==> src/rtl/core/fdtd_pkg.sv <==
// Shared types, constants and helpers for the 1-D Yee field engine.
`default_nettype none

package fdtd_pkg;

    localparam int VALUE_BITS = 32;
    localparam int MAX_NODES  = 1024;
    localparam int NODE_BITS  = $clog2(MAX_NODES);
    localparam int NUM_FIELDS = 12;
    localparam int SUM_BITS   = VALUE_BITS + 12;

    localparam logic [2:0] CMD_WRITE   = 3'd0;
    localparam logic [2:0] CMD_READ    = 3'd1;
    localparam logic [2:0] CMD_AMPERE  = 3'd2;
    localparam logic [2:0] CMD_FARADAY = 3'd3;
    localparam logic [2:0] CMD_SAVE    = 3'd4;
    localparam logic [2:0] CMD_CENTRE  = 3'd5;
    localparam logic [2:0] CMD_CLEAR_J = 3'd6;

    // first array of each group of three components
    localparam logic [3:0] FLD_E  = 4'd0;
    localparam logic [3:0] FLD_B  = 4'd3;
    localparam logic [3:0] FLD_BM = 4'd6;
    localparam logic [3:0] FLD_J  = 4'd9;

    localparam logic [1:0] REG_NUM_PRIMAL = 2'd0;
    localparam logic [1:0] REG_TIME_STEP  = 2'd1;
    localparam logic [1:0] REG_COURANT    = 2'd2;

    localparam logic [9:0]  NUM_PRIMAL_RST = 10'd1023;
    localparam logic [23:0] TIME_STEP_RST  = 24'd62259;
    localparam logic [16:0] COURANT_RST    = 17'd62259;

    typedef struct packed {
        logic [2:0]         command;
        logic [3:0]         field_select;
        logic [9:0]         node_index;
        logic signed [31:0] write_value;
    } in_item_t;

    typedef struct packed {
        logic signed [31:0] read_value;
        logic [2:0]         done_command;
    } out_item_t;

    typedef struct packed {
        logic                         sweep_v;
        logic                         clear_all;
        logic                         cpu_wr;
        logic [NODE_BITS-1:0]         addr;
        logic [2:0]                   cmd;
        logic [3:0]                   sel;
        logic signed [VALUE_BITS-1:0] wdata;
        logic [NODE_BITS-1:0]         np;
    } ctl_t;

    typedef struct packed {
        logic pipe_busy;
    } sts_t;

    function automatic logic signed [VALUE_BITS-1:0] sat_val(
        input logic signed [SUM_BITS-1:0] x
    );
        logic signed [SUM_BITS-1:0] hi;
        logic signed [SUM_BITS-1:0] lo;
        hi = SUM_BITS'({1'b0, {(VALUE_BITS-1){1'b1}}});
        lo = -hi - SUM_BITS'(1);
        if (x > hi)
        begin
            return hi[VALUE_BITS-1:0];
        end
        if (x < lo)
        begin
            return lo[VALUE_BITS-1:0];
        end
        return x[VALUE_BITS-1:0];
    endfunction

endpackage

`default_nettype wire

==> src/rtl/core/fdtd_ctrl.sv <==
// Controller: command sequencing, sweep counter and post-reset clearing pass.
`default_nettype none

module fdtd_ctrl
    import fdtd_pkg::*;
(
    input  wire logic                 clk,
    input  wire logic                 rst_n,
    input  wire logic                 in_valid,
    input  wire in_item_t             in_data,
    input  wire logic [NODE_BITS-1:0] np,
    input  wire sts_t                 sts,
    input  wire logic                 out_free,
    output logic                      in_ready,
    output logic                      done,
    output ctl_t                      ctl
);

    localparam logic [2:0] S_CLEAR = 3'd0;
    localparam logic [2:0] S_IDLE  = 3'd1;
    localparam logic [2:0] S_EXEC  = 3'd2;
    localparam logic [2:0] S_RUN   = 3'd3;
    localparam logic [2:0] S_DRAIN = 3'd4;
    localparam logic [2:0] S_OUT   = 3'd5;

    logic [2:0]                   state_reg, state_next;
    logic [NODE_BITS-1:0]         cnt_reg, cnt_next;
    logic [2:0]                   cmd_reg;
    logic [3:0]                   sel_reg;
    logic [NODE_BITS-1:0]         node_reg;
    logic signed [VALUE_BITS-1:0] wval_reg;

    always_comb
    begin
        state_next = state_reg;
        cnt_next   = cnt_reg;
        done       = 1'b0;
        unique case (state_reg)
            S_CLEAR:
            begin
                cnt_next = cnt_reg + NODE_BITS'(1);
                if (cnt_reg == NODE_BITS'(MAX_NODES - 1))
                begin
                    state_next = S_IDLE;
                end
            end
            S_IDLE:
            begin
                cnt_next = '0;
                if (in_valid)
                begin
                    case (in_data.command) inside
                        CMD_AMPERE, CMD_FARADAY, CMD_SAVE, CMD_CENTRE, CMD_CLEAR_J:
                            state_next = S_RUN;
                        default:
                            state_next = S_EXEC;
                    endcase
                end
            end
            S_EXEC:
            begin
                state_next = S_OUT;
            end
            S_RUN:
            begin
                cnt_next = cnt_reg + NODE_BITS'(1);
                if (cnt_reg == np)
                begin
                    state_next = S_DRAIN;
                end
            end
            S_DRAIN:
            begin
                if (!sts.pipe_busy)
                begin
                    state_next = S_OUT;
                end
            end
            S_OUT:
            begin
                if (out_free)
                begin
                    done       = 1'b1;
                    state_next = S_IDLE;
                end
            end
            default:
            begin
                state_next = S_IDLE;
            end
        endcase
    end

    always_ff @(posedge clk or negedge rst_n)
    begin
        if (!rst_n)
        begin
            state_reg <= S_CLEAR;
            cnt_reg   <= '0;
        end
        else
        begin
            state_reg <= state_next;
            cnt_reg   <= cnt_next;
        end
    end

    always_ff @(posedge clk)
    begin
        if (state_reg == S_IDLE && in_valid)
        begin
            cmd_reg  <= in_data.command;
            sel_reg  <= in_data.field_select;
            node_reg <= in_data.node_index;
            wval_reg <= in_data.write_value;
        end
    end

    assign in_ready      = (state_reg == S_IDLE);
    assign ctl.sweep_v   = (state_reg == S_RUN);
    assign ctl.clear_all = (state_reg == S_CLEAR);
    assign ctl.cpu_wr    = (state_reg == S_EXEC) && (cmd_reg == CMD_WRITE);
    assign ctl.addr      = (state_reg == S_RUN || state_reg == S_CLEAR) ? cnt_reg : node_reg;
    assign ctl.cmd       = cmd_reg;
    assign ctl.sel       = sel_reg;
    assign ctl.wdata     = wval_reg;
    assign ctl.np        = np;

    a_run_end: assert property (@(posedge clk) disable iff (!rst_n)
        (state_reg == S_RUN && cnt_reg == np) |=> state_reg == S_DRAIN)
        else $error("sweep did not stop at last node");

    a_busy_sweep: assert property (@(posedge clk) disable iff (!rst_n)
        sts.pipe_busy |-> (state_reg == S_RUN || state_reg == S_DRAIN))
        else $error("pipeline active outside a sweep");

    a_out_hold: assert property (@(posedge clk) disable iff (!rst_n)
        (state_reg == S_OUT && !out_free) |=> state_reg == S_OUT)
        else $error("result dropped while output slot full");

endmodule

`default_nettype wire

==> config.mk <==
export PLATFORM = sky130hd
export DESIGN_NAME = fdtd_ctrl
export DESIGN_NICKNAME = d
export VERILOG_FILES = /design/src/rtl/core/fdtd_pkg.sv /design/src/rtl/core/fdtd_ctrl.sv
export SDC_FILE = /design/constraint.sdc
export NUM_CORES = 1
export LEC_CHECK = 0
export ABC_AREA = 0
export BUFFER_PORTS_ARGS = -buffer_cell sky130_fd_sc_hd__buf_2
export CORE_AREA = 8 8 77 107
export DETAILED_ROUTE_END_ITERATION = 8
export DIE_AREA = 0 0 85 115
export GPL_TIMING_DRIVEN = 0
export PLACE_DENSITY_LB_ADDON = 0.1
export SLEW_MARGIN = 20
export SYNTH_ARGS = -nofsm -noshare
export SYNTH_HDL_FRONTEND = slang
export SYNTH_SLANG_ARGS = --single-unit
==> constraint.sdc <==
create_clock -name clk -period 2.58 [get_ports clk]
set_input_delay 0.516 -clock clk [delete_from_list [all_inputs] [get_ports clk]]
set_output_delay 0.516 -clock clk [all_outputs]
set_load 0.02 [all_outputs]
# Word level (Yosys, flattened, before mapping)
# Cells that the tools add are included.
op_classes:
  addsub: 1
  n_eq_ne: 17
  mux: 11
  n_reduce_logical: 9
op_table:
  columns: ["cell", "count"]
  rows:
  - ["$pmux 10 s2", 1]
  - ["$pmux 3 s6", 1]
  - ["$eq 3x3->1 const B", 5]
  - ["$mux 3", 5]
  - ["$eq 3x2->1 const B", 4]
  - ["$add 10x1->10 const B", 1]
  - ["$eq 10x10->1", 1]
  - ["$eq 10x10->1 const B", 1]
  - ["$mux 10", 1]
  - ["$logic_not 3->1", 2]
  - ["$ne 2x2->1 const B", 3]
  - ["$reduce_and 5->1", 1]
  - ["$reduce_or 5->1", 1]
  - ["$ne 2x1->1 const B", 2]
  - ["$eq 3x1->1 const B", 1]
  - ["$mux 1", 3]
  - ["$logic_and 1x1->1", 2]
  - ["$reduce_bool 2->1", 1]
  - ["$reduce_or 2->1", 1]
  - ["$logic_or 1x1->1", 1]
word_totals:
  ff_bits: 62
  input_bits: 64
  out_inout_bits: 64
  elab_cells: 44

# Logic depth before layout (Yosys ltp)
depth:
  depth_word: 5
  mapped_depth: 6

# Worst setup path before layout
# No wires, ideal clock.
synth_path:
  path_type: "register to register"
  from: "register state_reg[2]"
  to: "register cmd_reg[0] (enable)"
  setup_time_ns: 0.412
  t_arrival_ns: 2.281
  required_time_ns: 2.168
  path_slack_ns: -0.113
  stages_incl_launch_ff: 6
  path_buffers: 1
  cell_sequence: "dfrtp_1 > buf_6 > inv_1 > nand3_2 > inv_1 > and2_1"
synth_between:
  elab_chain_len: 2
synth_lines:
  columns: ["item", "line_no", "text"]
  rows:
  - ["start: declaration", "fdtd_ctrl.sv:26", "logic [2:0] state_reg, state_next;"]
  - ["start signal: assignment", "fdtd_ctrl.sv:103", "state_reg <= state_next;"]
  - ["$eq 3x1->1", null, null]
  - ["net in_ready", "fdtd_ctrl.sv:14", "output logic in_ready,"]
  - ["$logic_and 1x1->1", "fdtd_ctrl.sv:110", "if (state_reg == S_IDLE && in_valid)"]
  - ["end signal: assignment", "fdtd_ctrl.sv:112", "cmd_reg <= in_data.command;"]
  - ["end: declaration", "fdtd_ctrl.sv:28", "logic [2:0] cmd_reg;"]
# The timed path passes the listed nets, and every way through them passes these cells.
# A chain may end at the register's enable or synchronous reset.

==> results.json <==
{
  "syn-cell-area_sq_mm": 0.00264,
  "wl_met3_microns": 823,
  "antenna_found_initial": 0,
  "cts_resized": 0,
  "cts_buffers": 9,
  "dr_wl_met2_mm": 3.04,
  "drt-initial-drc-count": 89,
  "slew_violations": 0,
  "netSwitchingFraction": 0.337,
  "period_needed_ns": 2.42,
  "power_frac_clock": 0.279,
  "synth_mux_area_frac": 0.0828,
  "grt_pass1_wl_mm": 9.70,
  "ys.warnings.count": 0,
  "finalSetupViolations": 0,
  "synthesis.nets": 236,
  "wl_per_cell_microns": 15.9,
  "p_leak_nw": 1.62,
  "placementRows": 36,
  "die_area_sq_mm": 0.00978,
  "die_h_microns": 115,
  "vias": 1813,
  "critical_path_buf_inv_count": 3,
  "ys_seq_elements": 62,
  "yosys-top-cells-area": "edfxtp_1 56%, dfrtp_1 12%, xnor2_1 3.3%",
  "cts_tree": "built",
  "cp_top_family": "buffers and inverters",
  "path_max_fanout": 10,
  "grt_max_degree": 50,
  "gr-total-overflow": 0,
  "io_pins": 128,
  "synth_flop_cell": "edfxtp_1",
  "cp_common_cell": "buf_6",
  "routabilityCongestion": 0.788,
  "irDropWorstVdd_mv": 0.680,
  "path_cells": "buf_6 -> xor2_4 -> nor2_8 -> buf_6 -> mux2_4 -> buf_2",
  "grt_pass1_vias": 1986,
  "cts_sinks": 62,
  "fin_nets": 374,
  "worst_ep_required_time_ns": 2.06,
  "power_switching_mw": 1.32,
  "synth_cell_types": 32,
  "max_cap_violations": 0,
  "drtPass1Iterations": 3,
  "areaGrowthSynthToFinish_pct": 37.6,
  "syn_area_per_cell_sq_um": 15.5,
  "dp_hpwl_mm": 4.92,
  "cts_root_buffer": "clkbuf_8",
  "ant_nets": 0,
  "synth-simple-area-share": 0.0947,
  "portBuffers": 127,
  "synth_cells": 171,
  "drive_gt1_frac": 0.567,
  "hp-class": "in2async",
  "antennaDiodeCount": 0,
  "crit_arrival_ns": 1.90,
  "hold_viol": 0,
  "initial_utilization": 0.394,
  "hold_buffers": 0,
  "combPwrFrac": 0.360,
  "p_per_area_mw_per_mm2": 1080,
  "yosys.area.top_type": "edfxtp_1",
  "yosys.area_share.adder": 0.00473,
  "drc_errors": 0,
  "largest_reg_flops": 32,
  "via_per_inst": 4.65,
  "fin_skew_ns": 0.00413,
  "status": "finished, final reports clean",
  "fmax_ghz": 0.413,
  "wl_met1_mm": 2.22,
  "post-synth-top-count-cell": "edfxtp_1",
  "seq_power_share": 0.360,
  "synthXorXnorAreaFrac": 0.0435,
  "synth-compound-area-share": 0.0355,
  "h-tree-depth": 3,
  "cts.path.max_buffers": 2,
  "drt_wl_total_mm": 6.19,
  "synthTopCellsByCount": "49 x edfxtp_1, 17 x nand2_1, 13 x dfrtp_1, 10 x buf_4, 10 x xnor2_1",
  "critPathLaunchType": "flip-flop",
  "power.internal_mw": 2.59,
  "crit_path_end_kind": "output pin",
  "setup_tns_ns": 0,
  "cts_setup_buffers": 0,
  "slowest_delay_ns": 0.38,
  "synth_edf_count": 49,
  "whs_ns": 0.0630,
  "top_layer": "met4",
  "period_share": 0.938,
  "worst_pin_slew_ns": 0.610,
  "yosysTopAreaCellShare": 0.557,
  "synth_top_family_by_area": "simple AND/OR/NAND/NOR gates",
  "coreArea_sq_mm": 0.00671,
  "maxSlewHeadroom": 0.593,
  "crit_type": "reg2out",
  "rsz0062_at_grt": "no",
  "die_w_microns": 85,
  "yosysSeqAreaShare": 0.680,
  "num-fill-cells": 586,
  "ys_async_sr_fraction": 0.210,
  "grt.total_usage": 0.133,
  "cts.clk_slew.worst_paths_ns": 0.07,
  "slowest_stage": "dfrtp_1",
  "clock_latency_ns": 0.33
}
## metal layers
layer	track usage	up-vias
li1	-	891
met1	0.126	826
met2	0.212	90
met3	0.0951	6
met4	0.0644	0
met5	0	-
## worst register-to-register path, cell delays in order (launching register included)
cell and delay, ns:
dfrtp_1 0.45, buf_6 0.18, inv_1 0.14, nand3_2 0.22, inv_1 0.14, and2_4 0.54
## placed cells by master (no fill, tap or decap)
master and instances:
nand3_1 4, ha_1 1, nand4_1 4, mux2_4 4, edfxtp_1 49, nor2_8 1
mux2i_1 8, nor2_1 6, nor3_1 6, buf_2 127, nand2_1 17, a21oi_1 4
buf_4 10, clkbuf_8 10, nand3_2 1, xnor2_1 10, xor2_4 1, clkinv_2 1
a22oi_1 1, clkbuf_2 3, o41ai_2 1, o31ai_1 1, a22o_1 1, buf_6 3
and3b_2 1, inv_1 5, o211ai_1 1, and2_4 1, clkinvlp_4 1, bufinv_16 4
o21ai_1 1, o21ai_0 2, clkinv_1 1, dfrtp_1 13, mux2_2 7, o2111a_1 1
nor4_4 2
## final cells by class
class	count	area (sq um)	area share
clock inverter	7	136	0.0375
clock buffer	9	124	0.0341
sequential	62	1800	0.494
multi-input combinational	87	693	0.191
timing repair buffer	127	636	0.175
buffer	17	138	0.0378
inverter	5	18.8	0.00516
tap	76	95.1	0.0261
## through the flow
step	instance area, sq um	power [mW]	util	cells	setup slack [ns]
detailed placement	3380	2.87	0.503	374	0.176
finish	3640	3.91	0.542	390	0.161
global placement	3380	2.86	0.503	374	0.173
CTS	3640	3.99	0.542	390	0.118
floorplan	2650	2.43	-	171	0.411
global route	3640	4.14	0.542	390	0.0641
## final timing paths
check / from / end / slack (ns) / cells after the start
worst max register to register: state_reg[2] / node_reg[2] / 0.52 / 5
max in group asynchronous: rst_n / cnt_reg[1] / 2.28 / 1
min in group clk: in_data[26] / wval_reg[26] / 0.36 / 1
worst min register to register: cnt_reg[8] / cnt_reg[8] / 0.55 / 1
worst min-delay path: rst_n / cnt_reg[6] / 0.06 / 1
worst max-delay path: state_reg[0] / ctl[57] / 0.16 / 6
## cell families (layout without fill, tap and decap cells)
group,Yosys count,after routing
buf+inv,22,165
compound gates,13,13
mux,19,19
flops,62,62
fa+ha+maj,1,1
xor+xnor,11,11
simple gates,43,43
## power by group through the flow
stage	logic, mW	clock network, mW	registers (mW)
2_1_floorplan	0.854	0	1.57
3_3_place_gp	1.43	0	1.43
3_5_place_dp	1.43	0	1.43
4_1_cts	1.44	1.13	1.42
5_1_grt	1.53	1.17	1.43
6_report	1.41	1.09	1.41
(Power assumes the default switching activity.)
